File: src/hw/rtl/yuv2p_hs_pkg.sv
// Package with the constants, types and helper functions of the half-scale converter.
`timescale 1ns / 1ps
package yuv2p_hs_pkg;

    localparam int MAX_WIDTH    = 2048;
    localparam int MAX_HEIGHT   = 2048;
    localparam int LUMA_DEPTH   = MAX_WIDTH / 2;
    localparam int CHROMA_DEPTH = MAX_WIDTH / 4;

    localparam int COL_W    = $clog2(LUMA_DEPTH);
    localparam int CHR_AW   = $clog2(CHROMA_DEPTH);
    localparam int LINE_W   = $clog2(MAX_HEIGHT);
    localparam int MPL_W    = $clog2(LUMA_DEPTH + 1);
    localparam int LINES_W  = $clog2(MAX_HEIGHT + 1);

    localparam int CFG_W    = 12;
    localparam int SAMPLE_W = 8;
    localparam int PAIR_W   = 9;
    localparam int PART_W   = 10;
    localparam int OUT_W    = 10;
    localparam int PLANE_W  = 2;

    localparam int APB_AW   = 3;
    localparam int APB_DW   = 32;

    localparam logic [CFG_W-1:0] WIDTH_RESET  = 12'd640;
    localparam logic [CFG_W-1:0] HEIGHT_RESET = 12'd480;

    localparam int MAX_RESULTS = 3;
    localparam int PUSH_W      = 2;
    localparam int FIFO_DEPTH  = 8;
    localparam int FIFO_AW     = $clog2(FIFO_DEPTH);
    localparam int FIFO_CW     = $clog2(FIFO_DEPTH + 1);

    typedef enum logic {
        REG_WIDTH  = 1'b0,
        REG_HEIGHT = 1'b1
    } t_reg_idx;

    typedef enum logic [PLANE_W-1:0] {
        PLANE_LUMA = 2'd0,
        PLANE_BLUE = 2'd1,
        PLANE_RED  = 2'd2
    } t_plane;

    // Position of a line within its band of four.
    typedef enum logic [1:0] {
        PH_TOP_A = 2'd0,
        PH_TOP_B = 2'd1,
        PH_BOT_A = 2'd2,
        PH_BOT_B = 2'd3
    } t_phase;

    typedef struct packed {
        logic [COL_W-1:0]  col;
        t_phase            phase;
        logic [OUT_W-1:0]  row_l;
        logic [OUT_W-1:0]  row_c;
        logic [PAIR_W-1:0] pair;
        logic [PAIR_W-1:0] su;
        logic [PAIR_W-1:0] sv;
    } t_stage;

    typedef struct packed {
        logic [PART_W-1:0]   blue_part;
        logic [PART_W-1:0]   red_part;
        logic [SAMPLE_W-1:0] blue_top;
        logic [SAMPLE_W-1:0] red_top;
    } t_chroma_entry;

    typedef struct packed {
        logic [PLANE_W-1:0]  plane;
        logic [OUT_W-1:0]    col;
        logic [OUT_W-1:0]    row;
        logic [SAMPLE_W-1:0] value;
        logic                last;
    } t_result;

    typedef struct packed {
        logic [PUSH_W-1:0]                count;
        t_result [MAX_RESULTS-1:0] slot;
    } t_push;

    // Macropixels per line from the raw width register.
    function automatic logic [MPL_W-1:0] mp_per_line(input logic [CFG_W-1:0] raw);
        logic [CFG_W-1:0] v;
        v = {raw[CFG_W-1:2], 2'b00};
        if (v < CFG_W'(4)) v = CFG_W'(4);
        if (int'(v) > MAX_WIDTH) v = CFG_W'(MAX_WIDTH);
        return MPL_W'(v >> 1);
    endfunction

    // Lines per frame from the raw height register.
    function automatic logic [LINES_W-1:0] lines_per_frame(input logic [CFG_W-1:0] raw);
        logic [CFG_W-1:0] v;
        v = {raw[CFG_W-1:2], 2'b00};
        if (v < CFG_W'(4)) v = CFG_W'(4);
        if (int'(v) > MAX_HEIGHT) v = CFG_W'(MAX_HEIGHT);
        return LINES_W'(v);
    endfunction

endpackage

File: src/hw/rtl/yuv2p_hs_seq.sv
// Configuration registers, raster position counters and the request stage register.
`timescale 1ns / 1ps
module yuv2p_hs_seq (
    input  logic                                i_clk,
    input  logic                                i_rst_n,
    input  logic                                i_cfg_we,
    input  yuv2p_hs_pkg::t_reg_idx              i_cfg_idx,
    input  logic [yuv2p_hs_pkg::CFG_W-1:0]      i_cfg_data,
    input  logic                                i_accept,
    input  logic [yuv2p_hs_pkg::SAMPLE_W-1:0]   i_first_luma,
    input  logic [yuv2p_hs_pkg::SAMPLE_W-1:0]   i_blue_chroma,
    input  logic [yuv2p_hs_pkg::SAMPLE_W-1:0]   i_second_luma,
    input  logic [yuv2p_hs_pkg::SAMPLE_W-1:0]   i_red_chroma,
    output logic [yuv2p_hs_pkg::CFG_W-1:0]      o_width_raw,
    output logic [yuv2p_hs_pkg::CFG_W-1:0]      o_height_raw,
    output logic [yuv2p_hs_pkg::COL_W-1:0]      o_rd_col,
    output logic [yuv2p_hs_pkg::CHR_AW-1:0]     o_rd_chr,
    output logic                                o_s1_valid,
    output yuv2p_hs_pkg::t_stage                o_s1
);
    import yuv2p_hs_pkg::*;

    logic [CFG_W-1:0]    r_width;
    logic [CFG_W-1:0]    r_height;
    logic [MPL_W-1:0]    r_mpl;
    logic [LINES_W-1:0]  r_lines;
    logic [COL_W-1:0]    r_col;
    logic [COL_W-1:0]    n_col;
    logic [LINE_W-1:0]   r_line;
    logic [LINE_W-1:0]   n_line;
    logic [SAMPLE_W-1:0] r_held_u;
    logic [SAMPLE_W-1:0] r_held_v;
    logic                r_s1_valid;
    t_stage              r_s1;
    t_stage              n_s1;

    always_comb begin
        n_col  = r_col;
        n_line = r_line;
        if (i_cfg_we) begin
            n_col  = '0;
            n_line = '0;
        end else if (i_accept) begin
            if ((MPL_W'(r_col) + MPL_W'(1)) >= r_mpl) begin
                n_col = '0;
                if ((LINES_W'(r_line) + LINES_W'(1)) >= r_lines) begin
                    n_line = '0;
                end else begin
                    n_line = r_line + LINE_W'(1);
                end
            end else begin
                n_col = r_col + COL_W'(1);
            end
        end
    end

    always_comb begin
        n_s1.col   = r_col;
        n_s1.phase = t_phase'(r_line[1:0]);
        n_s1.row_l = OUT_W'(r_line >> 1);
        n_s1.row_c = OUT_W'(r_line >> 2);
        n_s1.pair  = PAIR_W'(i_first_luma) + PAIR_W'(i_second_luma);
        n_s1.su    = PAIR_W'(r_held_u) + PAIR_W'(i_blue_chroma);
        n_s1.sv    = PAIR_W'(r_held_v) + PAIR_W'(i_red_chroma);
    end

    always_ff @(posedge i_clk) begin
        if (!i_rst_n) begin
            r_width    <= WIDTH_RESET;
            r_height   <= HEIGHT_RESET;
            r_mpl      <= mp_per_line(WIDTH_RESET);
            r_lines    <= lines_per_frame(HEIGHT_RESET);
            r_col      <= '0;
            r_line     <= '0;
            r_held_u   <= '0;
            r_held_v   <= '0;
            r_s1_valid <= 1'b0;
        end else begin
            r_col      <= n_col;
            r_line     <= n_line;
            r_s1_valid <= i_accept;
            if (i_cfg_we && (i_cfg_idx == REG_WIDTH)) begin
                r_width <= i_cfg_data;
                r_mpl   <= mp_per_line(i_cfg_data);
            end
            if (i_cfg_we && (i_cfg_idx == REG_HEIGHT)) begin
                r_height <= i_cfg_data;
                r_lines  <= lines_per_frame(i_cfg_data);
            end
            if (i_accept && !r_col[0]) begin
                r_held_u <= i_blue_chroma;
                r_held_v <= i_red_chroma;
            end
        end
    end

    always_ff @(posedge i_clk) begin
        if (i_accept) begin
            r_s1 <= n_s1;
        end
    end

    assign o_width_raw  = r_width;
    assign o_height_raw = r_height;
    assign o_rd_col     = r_col;
    assign o_rd_chr     = r_col[COL_W-1:1];
    assign o_s1_valid   = r_s1_valid;
    assign o_s1         = r_s1;
endmodule

File: config.mk
export PLATFORM = sky130hd
export DESIGN_NAME = yuv2p_hs_seq
export DESIGN_NICKNAME = d
export VERILOG_FILES = /design/src/hw/rtl/yuv2p_hs_pkg.sv /design/src/hw/rtl/yuv2p_hs_seq.sv
export SDC_FILE = /design/constraint.sdc
export NUM_CORES = 1
export LEC_CHECK = 0
export ABC_AREA = 1
export ABC_CLOCK_PERIOD_IN_PS = 2500
export BUFFER_PORTS_ARGS = -buffer_cell sky130_fd_sc_hd__buf_2
export CAP_MARGIN = 5
export CORE_MARGIN = 2
export CORE_UTILIZATION = 49
export DETAILED_ROUTE_END_ITERATION = 8
export PLACE_DENSITY = 0.76
export SYNTH_ARGS = -nofsm -noshare
export SYNTH_HDL_FRONTEND = slang
export SYNTH_SLANG_ARGS = --single-unit
File: constraint.sdc
create_clock -name i_clk -period 2.5 [get_ports i_clk]
set_input_delay 0.125 -clock i_clk [delete_from_list [all_inputs] [get_ports i_clk]]
set_output_delay 0.125 -clock i_clk [all_outputs]
set_load 0.03 [all_outputs]
==> impl_metrics.yaml <==
layout:
  n_antenna_cell: 0
  final_cell_mix: "buf_2 (150), nand2_1 (136), inv_1 (102)"
  mostFrequentLayoutCell: "buf_2"
  nets: 1048
  area_delta_synth_final_pct: 27.9
  fin_area_sq_mm: 0.00847
  layout-drive-gt1-share_pct: 26.9
detailed_routing:
  ant_nets: 0
  vias: 5629
  firstDrtPassIters: 6
  via_per_inst: 4.94
  drc: 0
  wl_per_cell_microns: 13.3
  drtIter0Drc: 325
  routed_wl_mm: 15.1
clock_tree:
  cts_buffer_depth: 2
  cts_sinks: 130
  clk_latency_ps: 420
  cts_root_buf: "clkbuf_16"
  cts_tree: "built"
  cts_inserted_buffers: 17
  clkTransAtPathRegs_ps: 60
  h-tree-depth: 4
timing:
  fin_crit_ps: 2440
  finClkSkew_ps: 15.2
  timing.fmax_mhz: 411
  fin_crit_sh_pct: 97.4
  maxSlewHeadroom_pct: 47.6
  setup_violations: 0
  tightest_slew_ps: 786
  finalHoldViolations: 0
  maxSlewViolCount: 0
  setup_ws_ps: 64.3
run_status:
  status: "complete, no violations"
floorplan:
  initial_core_util_pct: 50.0
  fp-row-count: 42
  die_height_microns: 120
  dieWidth_microns: 120
  top_level_ports: 152
  die_area_sq_mm: 0.0145
  core_area_sq_mm: 0.0132
grt:
  grt_pass1_wl_mm: 24.3
  first_global_vias: 5249
  grt_overflow: 0
  grtUsageTotal_pct: 21.1
  antenna_found_initial: 0
  grt_max_degree: 61
synthesis:
  netlist.area_leader.share_pct: 24.8
  synth-edff-count: 48
  ys_types: 36
  yosysSeqAreaShare_pct: 46.6
  async_reset_ff_share_pct: 0
  synthesis.area_sq_mm: 0.00662
  ys_warn_count: 0
  synth_cells: 788
  synth_top_cell_by_area: "dfxtp_1"
  synth_area_leaders: "dfxtp_1 (25%), edfxtp_1 (22%), ha_1 (8.7%)"
  synth.net_count: 886
  synth_top_flop_cell: "dfxtp_1"
  postSynthAreaPerCell_sq_um: 8.40
  synth_seq_cells: 130
power:
  power_density_mw_per_mm2: 693
  power_leakage_nw: 4.12
  irDropWorstVdd_uv: 559
place:
  hpwl_mm: 10.4
  place_congestion: 0.852
  placed_cell_area_sq_mm: 0.00738
  placement.setup.worst_slack_ps: -116
  port_buffers: 150
worst_setup_path:
  start_kind: "flop"
  crit_arrival_ps: 2720
  crit_required_ps: 2780
  cp_max_fo: 6
  critical_path_class: "flop to flop"
  worstSetupEndpointType: "flop"
job:
  drv_cap: 0
hold_path:
  worstHoldPathType: "input port to flop"
area by class of cell:
cell class                      instances  area, sq um
Clock buffer                           21          493
Clock inverter                         11          124
Fill cell                            1080         4770
Inverter                              107          402
Multi-Input combinational cell        499         2980
Sequential cell                       130         3100
Tap cell                              176          220
Timing Repair Buffer                  195         1150
layer usage:
metal	GRT usage, %	wire (microns)
met5	0	0
met2	34.4	7100
met1	27.0	6790
met3	6.32	1020
met4	7.05	190
kinds of logic after synthesis:
logic type	synth area share, %
and+or+nand+nor	18.3
adders and majority gates	9.60
AOI/OAI and AO/OA	10.4
DFF	46.6
xor gates and xnor gates	4.10
buffers and inverters	10.9
other	0.0566
worst max-delay path, stage by stage, from the launching register on:
cell	delay, ps
dfxtp_4	370
ha_4	150
nand3_4	90
nor2_4	120
nand3_2	110
xor2_2	190
inv_1	100
ha_4	280
nand2_2	70
nor2_4	130
nand3_2	100
nand4_4	180
nand2_4	90
buf_6	180
nand2_1	70
a21oi_2	60
power breakdown:
group	internal (W)	total (W)	switching (W)
Clock	0.00161	0.00252	0.000908
Combinational	0.000310	0.000930	0.000620
Sequential	0.00236	0.00242	0.0000531
Total	0.00429	0.00587	0.00158
synthesized netlist by cell type (all sizes together) (11+ instances only):
cell and n:
ha 46, clkbuf 14, xor2 24, o21ai 46
buf 38, nand2 141, nand3 29, edfxtp 48
a21oi 61, inv 107, nor2 100, nand4 11
dfxtp 82
what timing repair did:
action,in CTS,in global routing
resized for setup,14,39
hold buffers,19,0
hold endpoints to repair,21,0
cloned,1,0
endpoints found under the setup margin,19,21
setup buffers,5,5
pin swaps,5,8
flip-flops by register name, indices dropped and copies added, names as in the netlist, 10 cells and up:
| signal | flops |
|---|---|
| o_height_raw | 12 |
| o_rd_col | 10 |
| o_s1 | 48 |
| o_width_raw | 12 |
| r_line | 11 |
| r_lines | 10 |
| r_mpl | 10 |
through the flow:
stage	hold slack [ps]	util (%)	setup TNS, ps	total power [W]	cells
CTS	3.53	62.6	0	0.00589	1134
floorplan	237	-	0	0.00308	788
detailed placement	379	55.8	-1160	0.00333	1077
global route	14.7	63.9	-399	0.00610	1139
finish	17.4	63.9	0	0.00587	1139
global placement	362	55.8	0	0.00331	1077
final timing paths:
kind / cells past startpoint / slack, ps / endpoint / start
setup / recovery: 15 / 60 / r_line[4] / o_rd_col[0]
hold / removal: 3 / 20 / o_height_raw[5] / i_cfg_data[5]
setup reg to reg: 15 / 60 / r_line[4] / o_rd_col[0]
hold reg to reg: 2 / 470 / o_width_raw[6] / o_width_raw[6]
No activity file was read; power rests on OpenSTA's default activity.
