$ cat src/hw/rtl/yuv2p_hs_pkg.sv
// Package with the constants, types and helper functions of the half-scale converter.
`timescale 1ns / 1ps
package yuv2p_hs_pkg;

    localparam int MAX_WIDTH    = 2048;
    localparam int MAX_HEIGHT   = 2048;
    localparam int LUMA_DEPTH   = MAX_WIDTH / 2;
    localparam int CHROMA_DEPTH = MAX_WIDTH / 4;

    localparam int COL_W    = $clog2(LUMA_DEPTH);
    localparam int CHR_AW   = $clog2(CHROMA_DEPTH);
    localparam int LINE_W   = $clog2(MAX_HEIGHT);
    localparam int MPL_W    = $clog2(LUMA_DEPTH + 1);
    localparam int LINES_W  = $clog2(MAX_HEIGHT + 1);

    localparam int CFG_W    = 12;
    localparam int SAMPLE_W = 8;
    localparam int PAIR_W   = 9;
    localparam int PART_W   = 10;
    localparam int OUT_W    = 10;
    localparam int PLANE_W  = 2;

    localparam int APB_AW   = 3;
    localparam int APB_DW   = 32;

    localparam logic [CFG_W-1:0] WIDTH_RESET  = 12'd640;
    localparam logic [CFG_W-1:0] HEIGHT_RESET = 12'd480;

    localparam int MAX_RESULTS = 3;
    localparam int PUSH_W      = 2;
    localparam int FIFO_DEPTH  = 8;
    localparam int FIFO_AW     = $clog2(FIFO_DEPTH);
    localparam int FIFO_CW     = $clog2(FIFO_DEPTH + 1);

    typedef enum logic {
        REG_WIDTH  = 1'b0,
        REG_HEIGHT = 1'b1
    } t_reg_idx;

    typedef enum logic [PLANE_W-1:0] {
        PLANE_LUMA = 2'd0,
        PLANE_BLUE = 2'd1,
        PLANE_RED  = 2'd2
    } t_plane;

    // Position of a line within its band of four.
    typedef enum logic [1:0] {
        PH_TOP_A = 2'd0,
        PH_TOP_B = 2'd1,
        PH_BOT_A = 2'd2,
        PH_BOT_B = 2'd3
    } t_phase;

    typedef struct packed {
        logic [COL_W-1:0]  col;
        t_phase            phase;
        logic [OUT_W-1:0]  row_l;
        logic [OUT_W-1:0]  row_c;
        logic [PAIR_W-1:0] pair;
        logic [PAIR_W-1:0] su;
        logic [PAIR_W-1:0] sv;
    } t_stage;

    typedef struct packed {
        logic [PART_W-1:0]   blue_part;
        logic [PART_W-1:0]   red_part;
        logic [SAMPLE_W-1:0] blue_top;
        logic [SAMPLE_W-1:0] red_top;
    } t_chroma_entry;

    typedef struct packed {
        logic [PLANE_W-1:0]  plane;
        logic [OUT_W-1:0]    col;
        logic [OUT_W-1:0]    row;
        logic [SAMPLE_W-1:0] value;
        logic                last;
    } t_result;

    typedef struct packed {
        logic [PUSH_W-1:0]                count;
        t_result [MAX_RESULTS-1:0] slot;
    } t_push;

    // Macropixels per line from the raw width register.
    function automatic logic [MPL_W-1:0] mp_per_line(input logic [CFG_W-1:0] raw);
        logic [CFG_W-1:0] v;
        v = {raw[CFG_W-1:2], 2'b00};
        if (v < CFG_W'(4)) v = CFG_W'(4);
        if (int'(v) > MAX_WIDTH) v = CFG_W'(MAX_WIDTH);
        return MPL_W'(v >> 1);
    endfunction

    // Lines per frame from the raw height register.
    function automatic logic [LINES_W-1:0] lines_per_frame(input logic [CFG_W-1:0] raw);
        logic [CFG_W-1:0] v;
        v = {raw[CFG_W-1:2], 2'b00};
        if (v < CFG_W'(4)) v = CFG_W'(4);
        if (int'(v) > MAX_HEIGHT) v = CFG_W'(MAX_HEIGHT);
        return LINES_W'(v);
    endfunction

endpackage

$ cat src/hw/rtl/yuv2p_hs_calc.sv
// Read-modify-write of the line stores and assembly of up to three results per request.
`timescale 1ns / 1ps
module yuv2p_hs_calc (
    input  logic                               i_s1_valid,
    input  yuv2p_hs_pkg::t_stage               i_s1,
    input  logic [yuv2p_hs_pkg::PAIR_W-1:0]    i_luma_rd,
    input  yuv2p_hs_pkg::t_chroma_entry        i_chr_rd,
    output logic                               o_luma_we,
    output logic [yuv2p_hs_pkg::COL_W-1:0]     o_luma_addr,
    output logic [yuv2p_hs_pkg::PAIR_W-1:0]    o_luma_data,
    output logic                               o_chr_we,
    output logic [yuv2p_hs_pkg::CHR_AW-1:0]    o_chr_addr,
    output yuv2p_hs_pkg::t_chroma_entry        o_chr_data,
    output yuv2p_hs_pkg::t_push                o_push
);
    import yuv2p_hs_pkg::*;

    logic [PAIR_W:0]     lsum;
    logic [PART_W:0]     bsum;
    logic [PART_W:0]     rsum;
    logic [SAMPLE_W-1:0] bq;
    logic [SAMPLE_W-1:0] rq;
    logic [SAMPLE_W:0]   usum;
    logic [SAMPLE_W:0]   vsum;
    logic                has_luma;
    logic                has_chroma;
    t_result             res_l;
    t_result             res_u;
    t_result             res_v;

    // Luma: the even line parks its pair sum, the odd line completes the 2x2 block.
    assign lsum        = (PAIR_W+1)'(i_luma_rd) + (PAIR_W+1)'(i_s1.pair);
    assign o_luma_we   = i_s1_valid && !i_s1.phase[0];
    assign o_luma_addr = i_s1.col;
    assign o_luma_data = i_s1.pair;

    // Chroma: quarter of a line pair, then the mean of the top and bottom quarters.
    assign bsum = (PART_W+1)'(i_chr_rd.blue_part) + (PART_W+1)'(i_s1.su);
    assign rsum = (PART_W+1)'(i_chr_rd.red_part) + (PART_W+1)'(i_s1.sv);
    assign bq   = SAMPLE_W'(bsum >> 2);
    assign rq   = SAMPLE_W'(rsum >> 2);
    assign usum = (SAMPLE_W+1)'(i_chr_rd.blue_top) + (SAMPLE_W+1)'(bq);
    assign vsum = (SAMPLE_W+1)'(i_chr_rd.red_top) + (SAMPLE_W+1)'(rq);

    assign o_chr_addr = i_s1.col[COL_W-1:1];
    assign o_chr_we   = i_s1_valid && i_s1.col[0] && (i_s1.phase != PH_BOT_B);

    always_comb begin
        o_chr_data = i_chr_rd;
        unique case (i_s1.phase)
            PH_TOP_A, PH_BOT_A: begin
                o_chr_data.blue_part = PART_W'(i_s1.su);
                o_chr_data.red_part  = PART_W'(i_s1.sv);
            end
            PH_TOP_B: begin
                o_chr_data.blue_top = bq;
                o_chr_data.red_top  = rq;
            end
            PH_BOT_B: begin
                o_chr_data = i_chr_rd;
            end
            default: begin
                o_chr_data = i_chr_rd;
            end
        endcase
    end

    assign has_luma   = i_s1_valid && i_s1.phase[0];
    assign has_chroma = i_s1_valid && i_s1.col[0] && (i_s1.phase == PH_BOT_B);

    always_comb begin
        res_l.plane = PLANE_LUMA;
        res_l.col   = OUT_W'(i_s1.col);
        res_l.row   = i_s1.row_l;
        res_l.value = SAMPLE_W'(lsum >> 2);
        res_l.last  = !has_chroma;

        res_u.plane = PLANE_BLUE;
        res_u.col   = OUT_W'(i_s1.col >> 1);
        res_u.row   = i_s1.row_c;
        res_u.value = usum[SAMPLE_W:1];
        res_u.last  = 1'b0;

        res_v       = res_u;
        res_v.plane = PLANE_RED;
        res_v.value = vsum[SAMPLE_W:1];
        res_v.last  = 1'b1;

        o_push.count = PUSH_W'(has_luma) + (has_chroma ? PUSH_W'(2) : PUSH_W'(0));
        if (has_luma) begin
            o_push.slot[0] = res_l;
            o_push.slot[1] = res_u;
            o_push.slot[2] = res_v;
        end else begin
            o_push.slot[0] = res_u;
            o_push.slot[1] = res_v;
            o_push.slot[2] = res_v;
        end
    end
endmodule

$ cat config.mk
export PLATFORM = sky130hd
export DESIGN_NAME = yuv2p_hs_calc
export DESIGN_NICKNAME = d
export VERILOG_FILES = /design/src/hw/rtl/yuv2p_hs_pkg.sv /design/src/hw/rtl/yuv2p_hs_calc.sv
export SDC_FILE = /design/constraint.sdc
export NUM_CORES = 1
export LEC_CHECK = 0
export BUFFER_PORTS_ARGS = -buffer_cell sky130_fd_sc_hd__buf_2
export CORE_AREA = 4 4 101 103
export DETAILED_ROUTE_END_ITERATION = 7
export DIE_AREA = 0 0 105 107
export GPL_TIMING_DRIVEN = 0
export PLACE_DENSITY = 0.82
export SYNTH_ARGS = -nofsm -noshare
export SYNTH_HDL_FRONTEND = slang
export SYNTH_SLANG_ARGS = --single-unit
$ cat constraint.sdc
create_clock -name vclk -period 3.45
set_input_delay 0.345 -clock vclk [all_inputs]
set_output_delay 0.345 -clock vclk [all_outputs]
set_load 0.01 [all_outputs]
==> summary.md <==
| Metric | Value |
|---|---|
| Worst IR Drop VDD | 146 uV |
| Starting Density | 0.319 |
| Worst Path Arrival | 3.24 ns |
| Tmin final | 3.59 ns |
| Sequential power share | 0 |
| Number of diodes | 0 |
| Final period util | 1.04 |
| Die ar. | 0.0112 mm2 |
| Largest net degree at the start of global routing | 13 |
| Layout area overhead | 68.4% |
| Crit path kind | primary input to output port |
| Worst endpoint required time | 3.11 ns |
| Clock Power Share | 0 |
| Vias in the first global route | 3,675 |
| Placed Cells | 789 |
| Area after DPL | 0.00439 mm2 |
| Via count | 3,797 |
| Num rows | 35 |
| Cell Pwr Density | 289 mW/mm2 |
| Hold Crit Start | i_s1[41] |
| Max-slew violations | 0 |
| RSZ-0062 raised after global routing | true |
| Setup TNS | -0.252 ns |
| Violated checks | negative setup slack |
| Syn. warnings | 0 |
| Slew of the pin with the lowest slew margin | 0.703 ns |
| Unique cell type count in the Yosys netlist | 46 |
| Final cell count without fillers | 811 |
| Commonest non-fill, non-tap cells in the layout | buf_2 (253), buf_4 (98), nand2_1 (75) |
| Worst Setup End Kind | output port |
| Crit-path max FO | 3 |
| Max-capacitance violation count | 0 |
| Post-layout net count | 847 |
| Drt pass-1 iters | 4 |
| Number of antenna violations at the first check in global routing | 0 |
| Cell Int Power | 692 uW |
| Worst Hold End | o_push[13] |
| CP Launch Type | primary input |
| Number of I/O port buffers | 259 |
| Top-level port count | 266 |
| Final setup fails | 5 |
| Chip Width | 105 um |
| Dpl hpwl | 9.85 mm |
| Total congestion overflow | 0 |
| Worst hold path stage count | 4 |
| Final Hold Fails | 0 |
| Drt initial violations | 109 |
| Drt via density | 4.68 |
| Area contributors post-synth | buf_4 (20%), ha_1 (16%), mux2_2 (14%) |
| Combinational cell fraction of total power | 1.000 |
| F_max | 279 MHz |
| Final worst slack | -0.136 ns |
| Sw Ratio | 0.516 |
| Synthesized area per cell | 7.08 um2 |
| GPL Wtd Cong | 0.888 |
| Die Span Y | 107 um |
| First-pass GRT wire length | 17.6 mm |
| Drt drc | 0 |
| Post-Syn Area | 0.00294 mm2 |
| Hold crit path type | primary input to output port |
| Post-synthesis sequential area ratio | 0 |
| Final-layout clock buffer total | 0 |
| Leakage | 0.00279 uW |
| Switch Pwr | 738 uW |
| Fraction of layout cells with a size suffix above 1 | 0.641 |
| DR WL/cell | 14.7 um |
| Post-synth top area share | 0.197 |
| Total core area | 0.00920 mm2 |
| Total wire length | 11.9 mm |
| Slew margin rel. | 0.531 |
| Overall Power | 1430 uW |
| Post-Synthesis Cells | 415 |
| FF+latch area | 0 um2 |
| Seq cells | 0 |
| Status | complete, but fails checks |
| Final Cell Area | 0.00495 mm2 |
| Commonest non-fill, non-tap cell in the layout | buf_2 |
| Final Util | 0.538 |
| GRT Total Usage | 0.186 |
| Post-route ant nets | 0 |
| Yosys top cell by area | buf_4 |
-- power by group through the flow --
stage	Clock (uW)	Combinational, uW	Sequential, uW
after global routing	0	1550	0
after CTS	0	1280	0
after global placement	0	1150	0
final	0	1430	0
after floorplan	0	719	0
after detailed placement	0	1170	0
-- worst max-delay path: stages --
cell and delay (ns):
buf_8 0.10, ha_4 0.23, and4_4 0.20, o31ai_4 0.22
and2b_2 0.22, nor2b_2 0.05, nor2_1 0.12, xnor2_1 0.15
ha_1 0.29, a21o_1 0.18, a21o_1 0.16, a21oi_2 0.13
o21ai_2 0.10, o31ai_4 0.25, xor2_1 0.23, a21oi_1 0.09
buf_2 0.17
-- worst max-delay path by stage --
stage                endpoint  startpoint  slack [ns]
floorplan           o_push[7]    i_s1[11]        0.06
global placement    o_push[7]    i_s1[11]       -0.48
detailed placement  o_push[7]    i_s1[11]       -0.55
CTS                 o_push[7]    i_s1[11]       -0.17
global route        o_push[7]    i_s1[11]       -0.25
finish              o_push[7]    i_s1[11]       -0.14
-- Yosys cell counts, types with 6 or more instances --
master    instances
nor3_1            6
o21ai_0          11
a31oi_1           7
mux2_2           36
a21oi_1          18
nor2_1           19
ha_1             38
clkbuf_1          9
xor2_1           14
a21o_1           10
xnor2_1          15
nand2_1          75
inv_1            16
buf_4            77
o21bai_1          6
-- metal layers --
metal / track usage / part of all wire / up-vias
met2: 0.383 / 0.55 / 156
met1: 0.198 / 0.36 / 1715
li1: - / - / 1913
met5: 0 / 0 / -
met3: 0.0361 / 0.075 / 13
met4: 0.0225 / 0.012 / 0
-- through the flow --
stage	setup slack, ns	hold slack (ns)
after global routing	-0.248	0.982
after CTS	-0.171	0.962
after global placement	-0.476	0.961
final	-0.136	0.962
after floorplan	0.0555	0.772
after detailed placement	-0.553	0.961
-- layout make-up --
| cell class | instances | area, um2 |
|---|---|---|
| Inverter | 17 | 63.8 |
| Fill cell | 930 | 4250 |
| Tap cell | 111 | 139 |
| Timing Repair Buffer | 281 | 1510 |
| Buffer | 88 | 621 |
| Multi-Input combinational cell | 314 | 2610 |
-- timing repair --
action	CTS	global route
gates resized for setup	38	43
pin swaps	28	27
hold buffers	0	0
setup endpoints to repair	11	10
buffers inserted	12	10
-- cell families after synthesis --
kind of cell,Yosys count,share of synthesized area
other,2,0.00256
AND/OR/NAND/NOR,131,0.198
AO/OA/AOI/OAI,70,0.160
buffers and inverters,105,0.233
XOR/XNOR,29,0.0865
multiplexers,38,0.145
adder cells (fa/ha/maj),40,0.175
Note: power is estimated with default switching activity, not from simulation.
