--- config.mk ---
export PLATFORM = sky130hd
export DESIGN_NAME = yuv2p_hs_ram
export DESIGN_NICKNAME = d
export VERILOG_FILES = /design/src/hw/rtl/yuv2p_hs_ram.sv
export SDC_FILE = /design/constraint.sdc
export NUM_CORES = 1
export LEC_CHECK = 0
export BUFFER_PORTS_ARGS = -buffer_cell sky130_fd_sc_hd__buf_2
export CORE_ASPECT_RATIO = 2
export CORE_MARGIN = 1.5
export CORE_UTILIZATION = 50
export DETAILED_ROUTE_END_ITERATION = 8
export GPL_TIMING_DRIVEN = 1
export PLACE_DENSITY = 0.71
export SYNTH_ARGS = -nofsm -noshare
export SYNTH_HDL_FRONTEND = slang
export SYNTH_SLANG_ARGS = --single-unit
--- constraint.sdc ---
create_clock -name i_clk -period 2.65 [get_ports i_clk]
set_clock_uncertainty 0.1 [all_clocks]
set_input_delay 0.53 -clock i_clk [delete_from_list [all_inputs] [get_ports i_clk]]
set_output_delay 0.53 -clock i_clk [all_outputs]
set_load 0.05 [all_outputs]
--- src/hw/rtl/yuv2p_hs_ram.sv ---
// Generic single-clock RAM with one write port and one registered read port.
`timescale 1ns / 1ps
module yuv2p_hs_ram #(
    parameter int WIDTH = 8,
    parameter int DEPTH = 16
) (
    input  logic                     i_clk,
    input  logic                     i_we,
    input  logic [$clog2(DEPTH)-1:0] i_waddr,
    input  logic [WIDTH-1:0]         i_wdata,
    input  logic                     i_re,
    input  logic [$clog2(DEPTH)-1:0] i_raddr,
    output logic [WIDTH-1:0]         o_rdata
);
    logic [WIDTH-1:0] r_mem [DEPTH];
    logic [WIDTH-1:0] r_rdata;

    always_ff @(posedge i_clk) begin
        if (i_we) begin
            r_mem[i_waddr] <= i_wdata;
        end
        if (i_re) begin
            r_rdata <= r_mem[i_raddr];
        end
    end

    assign o_rdata = r_rdata;
endmodule

==> summary.md, run 1 <==
| Metric | Value |
|---|---|
| GRT Residual Overflow | `0` |
| Die Span X | `75.3 µm` |
| Port Buffer Count | `26` |
| Initial antenna violation count | `0` |
| FF+latch area | `0.00408 mm²` |
| Seq pwr share | `49.4%` |
| Antenna viol nets, final | `0` |
| Logic pwr share | `5.1%` |
| HPWL after DPL | `6.71 mm` |
| Peak VDD IR | `0.595 mV` |
| First-pass GRT wire length | `15.3 mm` |
| Post-synth EDFFs | `136` |
| WP data arrival | `1.83 ns` |
| Clock Tree Buf Depth | `2` |
| Hold buffers post-CTS | `0` |
| Worst flop-to-flop path endpoint | `o_rdata[4]` |
| HP Start | `i_re` |
| CTS Root Cell | `clkbuf_16` |
| First drt pass iteration count | `4` |
| Req. time, crit path | `2.70 ns` |
| Vias in the first global route | `2658` |
| Setup_tns | `0 ns` |
| Routed vias/inst | `5.67` |
| Int Pwr | `3900 µW` |
| Area of the multi-input gates | `0.00106 mm²` |
| Htree depth | `4` |
| Starting Density | `51.5%` |
| Hold path cells | `1` |
| Critical Path End Type | `register` |
| Non-Filler Instances | `431` |
| Sequential area share after synthesis | `78.1%` |
| Fill count | `743` |
| Largest net degree at the start of global routing | `33` |
| Period utilization | `66.9%` |
| DRC | `0` |
| Worst reg2reg startpoint | `r_mem[0][4]` |
| Final hold violations | `0` |
| Seq cells post-synth | `136` |
| Clock sink count | `136` |
| Inserted Clock Buffers | `17` |
| Overall routed net length | `9.81 mm` |
| # rows | `52` |
| Most common cell after layout, fill and taps aside | `edfxtp_1` |
| Min-Delay Endpoint | `o_rdata[3]` |
| GRT Total Usage | `20.2%` |
| Syn avg cell area | `22.8 µm²` |
| Overall Power | `4940 µW` |
| Pwr Density | `798 mW/mm²` |
| Flop-to-flop setup slack | `1.08 ns` |
| Resized Gates After CTS | `0` |
| Vias | `2445` |
| Critical path class | `in2reg` |
| Hold crit path type | `in2reg` |
| Final Setup Violations | `0` |
| Antenna cells | `0` |
| Dpl cells | `399` |
| P_sw | `1030 µW` |
| Syn_nets | `248` |
| Clock latency on the worst-skew pair | `0.41 ns` |
| Die height | `148 µm` |
| Ys flop type | `edfxtp_1` |
| Clock slew at reported path FFs | `0.06 ns` |
| Total I/O pin count | `27` |
| CP Launch Type | `input pin` |
| Wirelength per Cell | `22.8 µm` |
| Synthesized cell area | `0.00523 mm²` |
| Post-Synthesis Cells | `229` |
| CTS tree | `done` |
| Lkg Pwr | `0.00209 µW` |
| Synth unique cells | `18` |
| Largest fanout on the critical path | `32` |
| Status | `finished, final reports clean` |
| Fin. max-slew vios | `0` |
| Clock power frac | `45.6%` |
| Ys async rst share | `0%` |
| Synthesis Warnings | `0` |
| Fmax | `564 MHz` |
| Crit path time final | `1.77 ns` |
| RSZ-0062 raised after global routing | `no` |
| Gpl congestion | `0.739` |
| Slew Limit Headroom | `51.2%` |
| Nets@finish | `302` |
| Area Overhead vs Synth | `18.3%` |
| Postcts setup bufs | `0` |
| Fraction of layout cells with a size suffix above 1 | `32.1%` |
| Reg2Reg Depth | `3` |
| Die ar. | `0.0111 mm²` |
| Core area | `0.0101 mm²` |
| # Max-Cap Violations | `0` |
| Detailed Route Iter0 Violations | `166` |
| Worst Tran Pin Value | `0.730 ns` |
| Switching Fraction | `21.0%` |
| Commonest cells after routing, fill and taps aside | `edfxtp_1 (136), buf_2 (26), mux4_2 (18), clkbuf_16 (17), buf_4 (17)` |
## worst max-delay path, stage by stage
cell and delay (ns):
buf_2 0.10, buf_12 0.24, mux4_2 0.54, a22oi_1 0.29
nand2_1 0.09
## synthesized netlist by cell type, types with 2 or more instances
library cell,instances,area (µm²)
nand3b_1,2,15.0
mux4_1,14,368
nor2_1,13,48.8
mux4_2,18,405
nor3_1,4,20.0
clkdlybuf4s25_2,3,30.0
nand2b_1,2,12.5
a22oi_1,16,120
buf_2,3,15.0
edfxtp_1,136,4080
nand2_1,9,33.8
buf_6,3,33.8
## cells by family after synthesis
kind of cell / Yosys count / synth area share (%)
flip-flops: 136 / 78.1
AND/OR/NAND/NOR: 35 / 3.14
multiplexers: 32 / 14.8
buffers and inverters: 10 / 1.65
AO/OA/AOI/OAI: 16 / 2.30
## routing by layer
| metal | track usage [%] | routed length (µm) | up-vias | part of all wire [%] |
|---|---|---|---|---|
| li1 | - | - | 1092 | - |
| met1 | 22.7 | 3550 | 1265 | 36 |
| met2 | 35.6 | 5800 | 77 | 59 |
| met3 | 5.86 | 331 | 11 | 3.4 |
| met4 | 6.52 | 124 | 0 | 1.3 |
| met5 | 0 | 0 | - | 0 |
## flip-flops by register name, summed over array words and instances (netlist names)
register  flops
o_rdata       8
r_mem       128
## worst max path at each step
stage | from | to | depth (start not counted)
global route | i_raddr[0] | o_rdata[3] | 5
global placement | i_raddr[0] | o_rdata[5] | 5
detailed placement | i_raddr[0] | o_rdata[0] | 5
floorplan | i_waddr[2] | r_mem[0][0] | 2
CTS | i_raddr[0] | o_rdata[1] | 5
finish | i_raddr[0] | o_rdata[4] | 5
## power by group through the flow
stage | clock network [µW] | logic, µW | registers [µW]
global route | 2380 | 272 | 2440
floorplan | 0 | 122 | 2510
CTS | 2280 | 255 | 2440
global placement | 0 | 248 | 2480
finish | 2250 | 251 | 2440
detailed placement | 0 | 254 | 2480
## through the flow
| step | setup WS, ns | hold slack (ns) | cell area (µm²) | utilization [%] |
|---|---|---|---|---|
| 6_report | 0.877 | 0.384 | 6190 | 60.9 |
| 3_5_place_dp | 0.462 | 0.638 | 5610 | 55.3 |
| 2_1_floorplan | 0.527 | 0.529 | 5230 | - |
| 3_3_place_gp | 0.458 | 0.620 | 5610 | 55.3 |
| 4_1_cts | 0.886 | 0.371 | 6190 | 60.9 |
| 5_1_grt | 0.821 | 0.375 | 6190 | 60.9 |
## final cells by class
cell class | count | share of cell area, %
Tap cell | 135 | 2.73
Multi-Input combinational cell | 83 | 17.1
Clock buffer | 17 | 6.88
Sequential cell | 136 | 66.0
Timing Repair Buffer | 45 | 4.81
Clock inverter | 15 | 2.47
No activity file was read; power rests on OpenSTA's default activity.
==> inputs of run 2 (changes only) <==
ABC_AREA = 1   (was not set)
PLACE_DENSITY = 0.74   (was 0.71)
clock period = 1.6 ns   (was 2.65 ns; I/O delays follow)
==> summary.md, run 2 <==
| Metric | Value |
|---|---|
| # Max-Cap Violations | `0 (unchanged)` |
| Fill count | `935 (+26%)` |
| RSZ-0062 raised after global routing | `no` |
| Lkg Pwr | `0.00294 µW (+40%)` |
| Routed vias/inst | `5.20 (-8.3%)` |
| Resized Gates After CTS | `0 (unchanged)` |
| Largest Register | `r_mem` |
| Htree depth | `4 (unchanged)` |
| Buffers & Inverters on Critical Path | `1 (-1)` |
| Clock Tree Buf Depth | `2 (unchanged)` |
| Req. time, crit path | `1.18 ns (-1.52 ns)` |
| Largest net degree at the start of global routing | `65 (+97%)` |
| Clock latency on the worst-skew pair | `0.41 ns (about the same)` |
| Initial antenna violation count | `0 (unchanged)` |
| Setup_tns | `0 ns (unchanged)` |
| Top cell type by total area after synthesis | `edfxtp_1` |
| Placed inst area | `0.00622 mm² (+11%)` |
| Clock slew at reported path FFs | `0.06 ns (about the same)` |
| Nets@finish | `615 (+100%)` |
| Max reg flops | `128 (unchanged)` |
| Vias | `3901 (+60%)` |
| Syn_nets | `570 (+130%)` |
| CTS Root Cell | `clkbuf_16` |
| Worst Tran Pin Value | `0.613 ns (-0.117 ns)` |
| Pre-CTS setup slack | `-0.0400 ns (-0.502 ns)` |
| Met1 Track Usage GR | `24.0% (+1.2 points)` |
| Synth area leaders | `edfxtp_1 (70%), nand2_1 (11%), nand3_1 (8.3%), inv_1 (6.4%), buf_6 (1.2%)` |
| Seq cells post-synth | `136 (unchanged)` |
| Starting Density | `51.5% (about the same)` |
| Post-synth top cells | `nand2_1 (173), edfxtp_1 (136), inv_1 (100)` |
| Design Area, Final | `0.00678 mm² (+9.6%)` |
| Fraction of layout cells with a size suffix above 1 | `13.3% (-19 points)` |
| Synthesized cell area | `0.00585 mm² (+12%)` |
| Slew Limit Headroom | `59.1% (+7.9 points)` |
| Synth unique cells | `11 (-7)` |
| CTS tree | `done` |
| Period utilization | `91.7%` |
| Busiest grt layer | `met2` |
| Ys flop type | `edfxtp_1` |
| CP Launch Type | `register` |
| M2 GR Usage | `42.4% (+6.8 points)` |
| Critical path class | `reg2out` |
| Most common cell after layout, fill and taps aside | `nand2_1` |
| Vias in the first global route | `4040 (+52%)` |
| CP max-delay cell | `edfxtp_1` |
| Cells along the critical path | `buf_2` |
| CP delay by family, top | `flip-flops` |
| Fmax | `682 MHz` |
| Syn avg cell area | `10.6 µm² (-54%)` |
| Status | `finished, final reports clean` |
| Commonest cells after routing, fill and taps aside | `nand2_1 (173), edfxtp_1 (136), inv_1 (100), nand3_1 (97), buf_2 (26)` |
| Post-Synthesis Cells | `551 (+140%)` |
| # rows | `55 (+5.8%)` |
| Detailed Route Iter0 Violations | `314 (+89%)` |
| Post-synth EDFFs | `136 (unchanged)` |
| Port Buffer Count | `26 (unchanged)` |
| Antenna cells | `0 (unchanged)` |
| FF+latch area | `0.00408 mm² (unchanged)` |
| Inserted Clock Buffers | `17 (unchanged)` |
| Largest fanout on the critical path | `1 (-97%)` |
| First drt pass iteration count | `5 (+1)` |
| Peak VDD IR | `0.779 mV (+31%)` |
| First-pass GRT wire length | `20.6 mm (+35%)` |
| Gpl congestion | `0.899 (+22%)` |
| Final hold violations | `0 (unchanged)` |
| GRT Residual Overflow | `0 (unchanged)` |
| DRC | `0 (unchanged)` |
| Overall routed net length | `13.0 mm (+33%)` |
| Final Setup Violations | `0 (unchanged)` |
| Antenna viol nets, final | `0 (unchanged)` |
| HPWL after DPL | `8.80 mm (+31%)` |
| Die Span X | `79.5 µm (+5.5%)` |
| Area of the multi-input gates | `0.00121 mm² (+15%)` |
| WP data arrival | `1.05 ns (-0.78 ns)` |
| Fin. max-slew vios | `0 (unchanged)` |
| Crit path time final | `1.47 ns` |
| Hold crit path type | `in2reg` |
| Core area | `0.0114 mm² (+12%)` |
| PnR worst setup slack | `0.133 ns (-0.744 ns)` |
| Hold buffers post-CTS | `0 (unchanged)` |
| Met3 Use GR | `4.68% (-1.2 points)` |
| Area Overhead vs Synth | `15.9%` |
| Max stage delay on crit path | `0.35 ns (-0.19 ns)` |
| Sequential area share after synthesis | `69.8% (-8.3 points)` |
| Count leader, synth | `nand2_1` |
| Die ar. | `0.0124 mm² (+11%)` |
| Clock sink count | `136 (unchanged)` |
| Wirelength per Cell | `17.3 µm (-24%)` |
| Critical Path End Type | `output pin` |
| Yosys top cell area share | `69.8% (-8.3 points)` |
| Ys async rst share | `0% (unchanged)` |
| Postcts setup bufs | `0 (unchanged)` |
| Synthesis Warnings | `0 (unchanged)` |
| Total I/O pin count | `27 (unchanged)` |
| Die height | `156 µm (+5.6%)` |
| Pwr Density | `1220 mW/mm² (+53%)` |
| GRT Total Usage | `23.0% (+2.8 points)` |
run 2: metrics by stage:
stage | cells | total power (µW) | hold slack, ns | util [%]
floorplan | 551 | 4450 | 0.319 | -
global placement | 719 | 4640 | 0.597 | 54.8
detailed placement | 719 | 4660 | 0.601 | 54.8
CTS | 750 | 8280 | 0.174 | 59.7
global route | 750 | 8500 | 0.177 | 59.7
finish | 750 | 8250 | 0.180 | 59.7
run 2: final cells by class:
cell class,count,share of cell area [%]
Sequential cell,136,60.2
Multi-Input combinational cell,289,17.9
Clock buffer,17,6.28
Inverter,102,5.65
Timing Repair Buffer,50,5.32
Tap cell,142,2.62
Clock inverter,14,1.99
run 2: final timing paths:
kind / endpoint / slack [ns] / depth (start not counted) / startpoint
setup / recovery: o_rdata[0] / 0.13 / 1 / o_rdata[0]
hold / removal: o_rdata[4] / 0.18 / 1 / i_re
setup reg to reg: o_rdata[0] / 0.36 / 6 / r_mem[9][0]
hold reg to reg: o_rdata[4] / 0.65 / 6 / r_mem[15][4]
run 2: layer usage:
metal  share of wire (%)  wire length, µm
met3                 3.7              487
met2                  57             7410
met1                  36             4620
met4                 3.8              494
met5                   0                0
run 2: report_power, final:
part / total (µW) / switching, µW / internal [µW]
Sequential: 4040 / 22.4 / 4020
Clock: 3670 / 1410 / 2260
Combinational: 543 / 392 / 151
Total: 8250 / 1820 / 6430
run 2: kinds of logic (layout without fill, tap and decap cells):
group	after synthesis	after routing	synth area share, %
simple gates	289	289	20.8
flops	136	136	69.8
buf+inv	126	183	9.39
