### src/hw/rtl/yuv2p_hs_pkg.sv
// Package with the constants, types and helper functions of the half-scale converter.
`timescale 1ns / 1ps
package yuv2p_hs_pkg;

    localparam int MAX_WIDTH    = 2048;
    localparam int MAX_HEIGHT   = 2048;
    localparam int LUMA_DEPTH   = MAX_WIDTH / 2;
    localparam int CHROMA_DEPTH = MAX_WIDTH / 4;

    localparam int COL_W    = $clog2(LUMA_DEPTH);
    localparam int CHR_AW   = $clog2(CHROMA_DEPTH);
    localparam int LINE_W   = $clog2(MAX_HEIGHT);
    localparam int MPL_W    = $clog2(LUMA_DEPTH + 1);
    localparam int LINES_W  = $clog2(MAX_HEIGHT + 1);

    localparam int CFG_W    = 12;
    localparam int SAMPLE_W = 8;
    localparam int PAIR_W   = 9;
    localparam int PART_W   = 10;
    localparam int OUT_W    = 10;
    localparam int PLANE_W  = 2;

    localparam int APB_AW   = 3;
    localparam int APB_DW   = 32;

    localparam logic [CFG_W-1:0] WIDTH_RESET  = 12'd640;
    localparam logic [CFG_W-1:0] HEIGHT_RESET = 12'd480;

    localparam int MAX_RESULTS = 3;
    localparam int PUSH_W      = 2;
    localparam int FIFO_DEPTH  = 8;
    localparam int FIFO_AW     = $clog2(FIFO_DEPTH);
    localparam int FIFO_CW     = $clog2(FIFO_DEPTH + 1);

    typedef enum logic {
        REG_WIDTH  = 1'b0,
        REG_HEIGHT = 1'b1
    } t_reg_idx;

    typedef enum logic [PLANE_W-1:0] {
        PLANE_LUMA = 2'd0,
        PLANE_BLUE = 2'd1,
        PLANE_RED  = 2'd2
    } t_plane;

    // Position of a line within its band of four.
    typedef enum logic [1:0] {
        PH_TOP_A = 2'd0,
        PH_TOP_B = 2'd1,
        PH_BOT_A = 2'd2,
        PH_BOT_B = 2'd3
    } t_phase;

    typedef struct packed {
        logic [COL_W-1:0]  col;
        t_phase            phase;
        logic [OUT_W-1:0]  row_l;
        logic [OUT_W-1:0]  row_c;
        logic [PAIR_W-1:0] pair;
        logic [PAIR_W-1:0] su;
        logic [PAIR_W-1:0] sv;
    } t_stage;

    typedef struct packed {
        logic [PART_W-1:0]   blue_part;
        logic [PART_W-1:0]   red_part;
        logic [SAMPLE_W-1:0] blue_top;
        logic [SAMPLE_W-1:0] red_top;
    } t_chroma_entry;

    typedef struct packed {
        logic [PLANE_W-1:0]  plane;
        logic [OUT_W-1:0]    col;
        logic [OUT_W-1:0]    row;
        logic [SAMPLE_W-1:0] value;
        logic                last;
    } t_result;

    typedef struct packed {
        logic [PUSH_W-1:0]                count;
        t_result [MAX_RESULTS-1:0] slot;
    } t_push;

    // Macropixels per line from the raw width register.
    function automatic logic [MPL_W-1:0] mp_per_line(input logic [CFG_W-1:0] raw);
        logic [CFG_W-1:0] v;
        v = {raw[CFG_W-1:2], 2'b00};
        if (v < CFG_W'(4)) v = CFG_W'(4);
        if (int'(v) > MAX_WIDTH) v = CFG_W'(MAX_WIDTH);
        return MPL_W'(v >> 1);
    endfunction

    // Lines per frame from the raw height register.
    function automatic logic [LINES_W-1:0] lines_per_frame(input logic [CFG_W-1:0] raw);
        logic [CFG_W-1:0] v;
        v = {raw[CFG_W-1:2], 2'b00};
        if (v < CFG_W'(4)) v = CFG_W'(4);
        if (int'(v) > MAX_HEIGHT) v = CFG_W'(MAX_HEIGHT);
        return LINES_W'(v);
    endfunction

endpackage

### src/hw/rtl/yuv2p_hs_ifs.sv


interface yuv2p_hs_out_if;
    import yuv2p_hs_pkg::*;
    logic                valid;
    logic                ready;
    logic [PLANE_W-1:0]  plane;
    logic [OUT_W-1:0]    out_column;
    logic [OUT_W-1:0]    out_row;
    logic [SAMPLE_W-1:0] sample_value;
    logic                last_of_run;
    modport source (output valid, plane, out_column, out_row, sample_value, last_of_run,
                    input ready);
    modport sink (input valid, plane, out_column, out_row, sample_value, last_of_run,
                  output ready);
endinterface

### src/hw/rtl/yuv2p_hs_fifo.sv
// Result queue that takes up to three results a cycle and hands out one a cycle while the output is ready.
`timescale 1ns / 1ps
module yuv2p_hs_fifo (
    input  logic                              i_clk,
    input  logic                              i_rst_n,
    input  yuv2p_hs_pkg::t_push               i_push,
    output logic [yuv2p_hs_pkg::FIFO_CW-1:0]  o_count,
    yuv2p_hs_out_if.source                    o_res
);
    import yuv2p_hs_pkg::*;

    t_result            r_mem [FIFO_DEPTH];
    logic [FIFO_AW-1:0] r_wptr;
    logic [FIFO_AW-1:0] r_rptr;
    logic [FIFO_CW-1:0] r_count;
    logic               pop;
    t_result            head;

    assign pop  = o_res.valid && o_res.ready;
    assign head = r_mem[r_rptr];

    always_ff @(posedge i_clk) begin
        for (int i = 0; i < MAX_RESULTS; i++) begin
            if (i < int'(i_push.count)) begin
                r_mem[FIFO_AW'(r_wptr + FIFO_AW'(i))] <= i_push.slot[i];
            end
        end
    end

    always_ff @(posedge i_clk) begin
        if (!i_rst_n) begin
            r_wptr  <= '0;
            r_rptr  <= '0;
            r_count <= '0;
        end else begin
            r_wptr  <= r_wptr + FIFO_AW'(i_push.count);
            r_rptr  <= r_rptr + FIFO_AW'(pop);
            r_count <= r_count + FIFO_CW'(i_push.count) - FIFO_CW'(pop);
        end
    end

    assign o_count            = r_count;
    assign o_res.valid        = (r_count != '0);
    assign o_res.plane        = head.plane;
    assign o_res.out_column   = head.col;
    assign o_res.out_row      = head.row;
    assign o_res.sample_value = head.value;
    assign o_res.last_of_run  = head.last;
endmodule

### src/flat_wrapper.sv
// flat-port wrapper written by rule: the top's interface ports become plain ports
module yuv2p_hs_fifo_flat import yuv2p_hs_pkg::*;
  (i_clk, i_rst_n, i_push, o_count, o_res_valid, o_res_plane, o_res_out_column, o_res_out_row, o_res_sample_value, o_res_last_of_run, o_res_ready);
  yuv2p_hs_out_if o_res_i ();
  input  logic i_clk;
  input  logic i_rst_n;
  input  yuv2p_hs_pkg::t_push i_push;
  output logic [yuv2p_hs_pkg::FIFO_CW-1:0] o_count;
  output wire logic [$bits(o_res_i.valid)-1:0] o_res_valid;
  output wire logic [$bits(o_res_i.plane)-1:0] o_res_plane;
  output wire logic [$bits(o_res_i.out_column)-1:0] o_res_out_column;
  output wire logic [$bits(o_res_i.out_row)-1:0] o_res_out_row;
  output wire logic [$bits(o_res_i.sample_value)-1:0] o_res_sample_value;
  output wire logic [$bits(o_res_i.last_of_run)-1:0] o_res_last_of_run;
  input wire logic [$bits(o_res_i.ready)-1:0] o_res_ready;
  assign o_res_valid = o_res_i.valid;
  assign o_res_plane = o_res_i.plane;
  assign o_res_out_column = o_res_i.out_column;
  assign o_res_out_row = o_res_i.out_row;
  assign o_res_sample_value = o_res_i.sample_value;
  assign o_res_last_of_run = o_res_i.last_of_run;
  assign o_res_i.ready = o_res_ready;
  yuv2p_hs_fifo u_core (.i_clk(i_clk), .i_rst_n(i_rst_n), .i_push(i_push), .o_count(o_count), .o_res(o_res_i));
endmodule
### config.mk
export PLATFORM = sky130hd
export DESIGN_NAME = yuv2p_hs_fifo_flat
export DESIGN_NICKNAME = d
export VERILOG_FILES = /design/src/hw/rtl/yuv2p_hs_pkg.sv /design/src/hw/rtl/yuv2p_hs_ifs.sv /design/src/hw/rtl/yuv2p_hs_fifo.sv /design/src/flat_wrapper.sv
export SDC_FILE = /design/constraint.sdc
export NUM_CORES = 1
export LEC_CHECK = 0
export BUFFER_PORTS_ARGS = -buffer_cell sky130_fd_sc_hd__buf_4
export CAP_MARGIN = 30
export CORE_UTILIZATION = 56
export CTS_CLUSTER_DIAMETER = 80
export DETAILED_ROUTE_END_ITERATION = 10
export PLACE_DENSITY_LB_ADDON = 0.05
export REMOVE_ABC_BUFFERS = 1
export SLEW_MARGIN = 40
export SYNTH_ARGS = -nofsm -noshare
export SYNTH_HDL_FRONTEND = slang
export SYNTH_SLANG_ARGS = --single-unit
### constraint.sdc
create_clock -name i_clk -period 4 [get_ports i_clk]
set_input_delay 0.4 -clock i_clk [delete_from_list [all_inputs] [get_ports i_clk]]
set_output_delay 0.4 -clock i_clk [all_outputs]
set_load 0.01 [all_outputs]
==> results of run 1 <==
-- metrics by stage --
stage,setup slack [ps],hold slack [ps]
global placement,818,649
detailed placement,728,666
floorplan,-6370,522
finish,589,121
CTS,697,113
global route,476,129
-- cell families (layout without fill, tap and decap cells) --
kind of cell | after synthesis | count (layout) | share of synthesized area [%]
flops | 258 | 258 | 44.2
xor+xnor | 5 | 5 | 0.340
fa+ha+maj | 11 | 11 | 0.868
compound gates | 510 | 510 | 16.7
buf+inv | 273 | 256 | 6.89
other cells | 0 | 1 | 0
mux | 96 | 96 | 10.3
simple gates | 655 | 655 | 20.7
-- synthesized netlist by cell type, types with 7 or more instances --
master and n:
and4b_1 62, or2_1 7, clkbuf_1 155, buf_6 8, nor4bb_1 31, ha_1 8, o21ai_1 10, nand2_1 249
o21ai_0 242, nor3_1 248, mux2_2 31, edfxtp_1 248, mux4_2 62, buf_4 10, a31oi_1 248, inv_1 13
buf_2 53, and4_1 31, buf_1 32, dfxtp_1 10
-- layer usage --
layer / share of wire, % / wire (um)
met4: 4.5 / 2700
met2: 46 / 27700
met5: 0 / 0
met3: 13 / 7600
met1: 37 / 22200
-- area by class of cell --
class	count	area (sq um)
inverter	13	48.8
multi-input combinational	1277	8640
clock buffer	37	756
sequential	258	7660
fill	2437	10800
clock inverter	17	85.1
tap	390	488
antenna	1	2.50
timing repair buffer	189	1600
-- state kept, by name, summed over array words and instances (netlist names) --
name            cells
u_core.r_mem      248
u_core.o_count      4
u_core.r_rptr       3
u_core.r_wptr       3
-- where the power goes --
| part | leakage (nW) | switching, mW | internal [mW] |
|---|---|---|---|
| Clock | 0.417 | 1.11 | 1.33 |
| Sequential | 2.39 | 0.171 | 3.43 |
| Combinational | 3.18 | 1.92 | 1.21 |
| Total | 5.98 | 3.21 | 5.97 |
-- how the worst min path moves through the flow --
stage / endpoint / slack (ps) / cells past startpoint
5_1_grt: u_core.o_count[0] / 130 / 2
3_3_place_gp: u_core.r_rptr[0] / 650 / 3
2_1_floorplan: u_core.o_count[1] / 520 / 1
4_1_cts: u_core.r_wptr[0] / 110 / 2
6_report: u_core.r_rptr[1] / 120 / 2
3_5_place_dp: u_core.r_rptr[0] / 670 / 3
-- worst reg2reg max path, stage by stage, from the launching register on --
cell	delay, ps
dfxtp_4	460
ha_4	470
buf_4	570
nand3_2	500
o22ai_4	810
buf_12	290
-- layout by cell type (no fill, tap or decap), types with 13 or more instances in the layout --
master and instances:
edfxtp_1 248, mux2_2 31, inv_1 13, and4_1 31, nor4bb_1 31, nor3_1 248, clkbuf_16 29, nand2_1 249
a31oi_1 248, and4b_1 62, buf_4 173, o21ai_0 240, mux4_2 62
==> metrics, run 1 <==
status complete, no violations; pin count of the biggest net entering global routing 136; Worst-Margin Slew 865 ps; Post-synth ARST share 0%; Buf/Inv on CP 2; Clock Root Buffer clkbuf_16; Critical Path Start Type flop; Routed WL 60.2 mm; vias in the first global route 15400; Final Max Slew Viols 0; Critical R2R Capture u_core.r_mem[2][7]; number of synthesized flops with an enable pin 248; crit path DAT 3660 ps; number of cells upsized or downsized after cts 0; max_cap viols 0; #FFs+latches synth 258; RSZ-0062 raised after global routing no; worst clock skew 17.9 ps; Mapped Area 17300 sq um; worst hold path startpoint i_rst_n; crit path kind reg2reg; fin cells 2182; overall power after layout 9.18 mW; Core Region 30000 sq um; I/O Buffers 133; grt total ovfl 0; Mapped Cells 1808; Placed Instance Area 18400 sq um; clock latency on the worst-skew pair 570 ps; final period utilization 85.3%; VDD IR max 0.354 mV; distinct cell type count after synthesis 44; GRT Max-Usage Layer met2; Fmax 293 MHz; reg-to-reg slack, setup 590 ps; layout cell share with drive strength beyond 1 19.3%; M2 GR Usage 60.1%; cts bufs inserted 29; Levels on crit path 5; clock net sink count 258; Syn-to-layout area delta 11.5%; chip width 178 um; Via density 7.46; CP Capture Point u_core.r_mem[2][7]; worst-path maximum fanout 57; Iter 0 DRT Violations 2729; CTS Buffer Depth 3; Mean Syn Cell Area 9.56 sq um; first-pass GRT wire length 90.9 mm; final core occ 64.2%; Slew HR 42.2%; CP top delay family buffers and inverters; Final setup viols 0; worst path required time 4250 ps; placed cell count 2127; Final Critical Period 3410 ps; Vias 16300; io pins 134; CTS H-tree depth 1; Die Y 178 um; area leader, netlist edfxtp_1; router iterations before antenna repair 9; Hold WC Path Type in2reg; CTS tree built; die footprint 31600 sq um; Final nets 1876; CP Launch Point u_core.r_wptr[0]; overall routing resource usage 38.3%; Post-DRT Antenna Nets 0; CP Capture Type flop; wire per inst 27.6 um; GRT met1 Usage 51.4%; hold-fix buffers at CTS 0; row count 63; Setup TNS 0 ps; Reg-to-Reg Start u_core.r_wptr[0]; M3 GR Usage 6.60%; share of Yosys cell area claimed by the top area cell type 43.1%; DRC 0; post-CTS setup buffers 0; ys flop type edfxtp_1; PwrDens 476 nW/um^2; Initial Util 57.6%; worst-case reg-to-reg path depth 5; Worst-path clk slew 60 ps; Area contributors post-synth edfxtp_1, a31oi_1, mux4_2, nor3_1, o21ai_0; initial antenna violation count 1; slowest cell on the critical path o22ai_4; crit-path cells ha_4, buf_4, nand3_2, o22ai_4, buf_12; Seq/Total Area, Yosys 44.2%; GP Congestion 0.840; Pleak 5.98 nW; Final Hold Vio Count 0; Ys Warns 0; CP max stage delay 810 ps; hpwl dp 33.2 mm; Design Area, Final 19300 sq um
(Power assumes the default switching activity.)
==> run 2, diff against run 1 <==
Settings changed: CORE_MARGIN from default to 1.5.
==> metrics, run 2 (same netlist as run 1, synthesis figures left out) <==
status complete, no violations; hpwl dp 34.0 mm; Levels on crit path 4; GP Congestion 0.830; routed length on met2 27.5 mm; io pins 134; most common cell after layout, fill and taps aside nand2_1; worst hold slack 110 ps; Worst-path clk slew 60 ps; Final setup viols 0; CP Capture Point o_res_plane[1]; Critical R2R Capture u_core.r_mem[1][16]; fin cells 2186; RSZ-0062 raised after global routing no; Top reg by flops u_core.r_mem; Pleak 5.98 nW; chip width 179 um; Worst-Margin Slew 867 ps; Vias 16200; Slew HR 42.2%; cts bufs inserted 29; Setup TNS 0 ps; Routed WL 60.4 mm; CP max stage delay 890 ps; overall routing resource usage 37.6%; row count 64; VDD IR max 0.312 mV; most frequent cells in the layout nand2_1, nor3_1, a31oi_1, edfxtp_1, o21ai_0; CP top delay family flip-flops; crit path kind reg2out; post-CTS setup buffers 0; Reg-to-Reg Start u_core.r_wptr[0]; first-pass GRT wire length 90.3 mm; DRC 0; CTS H-tree depth 1; cell occurring most often along the worst timing path buf_4; Iter 0 DRT Violations 2631; Hold WC Path Type in2reg; Initial Util 56.7%; Clock Root Buffer clkbuf_16; Fmax 328 MHz; Syn-to-layout area delta 11.4%; Critical Path Start Type flop; DR WL met3 8.12 mm; Buf/Inv on CP 2; wire per inst 27.6 um; hold-fix buffers at CTS 0; final period utilization 76.2%; die footprint 31900 sq um; vias in the first global route 15400; Final nets 1883; PwrDens 474 nW/um^2; crit path DAT 2650 ps; Via density 7.41; initial antenna violation count 0; layout cell share with drive strength beyond 1 19.6%; worst hold path startpoint i_rst_n; Final Critical Period 3050 ps; number of cells upsized or downsized after cts 0; worst-path maximum fanout 25; CTS tree built; pre-CTS setup slack 1070 ps; pin count of the biggest net entering global routing 171; grt total ovfl 0; Final Max Slew Viols 0; slowest cell on the critical path dfxtp_2; Antenna diodes 0; worst path required time 3600 ps; clock latency on the worst-skew pair 570 ps; CP Launch Point u_core.r_rptr[1]; Final Hold Vio Count 0; router iterations before antenna repair 6; Setup WS post-layout 952 ps; number of flip-flops under the largest register name 248; Post-DRT Antenna Nets 0; worst clock skew 25.9 ps; Core Region 30500 sq um; max_cap viols 0; Die Y 179 um; reg-to-reg slack, setup 980 ps; clock net sink count 258; Top Layer Used met4; worst-case reg-to-reg path depth 5; WL met1 22.2 mm; I/O Buffers 133; CTS Buffer Depth 3; crit-path cells buf_4, mux4_2, mux2_2, buf_4; CP Capture Type primary output; placed cell count 2140
==> run 2: how the worst min path moves through the flow <==
| stage | cells after the start | slack (ps) | end |
|---|---|---|---|
| floorplan | 1 | 520 | u_core.o_count[1] |
| global placement | 4 | 650 | u_core.o_count[3] |
| global route | 2 | 130 | u_core.r_rptr[1] |
| CTS | 2 | 110 | u_core.o_count[1] |
| detailed placement | 3 | 660 | u_core.r_rptr[0] |
| finish | 2 | 110 | u_core.o_count[1] |
==> run 2: routing by layer <==
layer / GRT usage (%) / vias up
met2: 59.5 / 1400
met5: 0 / -
li1: - / 6910
met3: 5.92 / 221
met4: 17.4 / 0
met1: 51.0 / 7661
==> run 2: final cells by class <==
cell class / instances / area [sq um]
fill: 2515 / 11200
multi-input combinational: 1277 / 8640
sequential: 258 / 7660
timing repair buffer: 196 / 1630
clock buffer: 32 / 737
tap: 396 / 495
clock inverter: 14 / 65.1
inverter: 13 / 48.8
==> run 2: stage by stage <==
step                utilization [%]  total power, mW  area [sq um]
floorplan                         -             5.37         16100
CTS                            63.1             9.03         19300
global placement               60.4             6.61         18400
detailed placement             60.5             6.68         18500
global route                   63.1             9.41         19300
finish                         63.1             9.12         19300
==> run 2: power breakdown <==
part / internal, mW / switching [mW]
Clock: 1.30 / 1.12
Combinational: 1.19 / 1.91
Sequential: 3.43 / 0.167
Total: 5.93 / 3.20
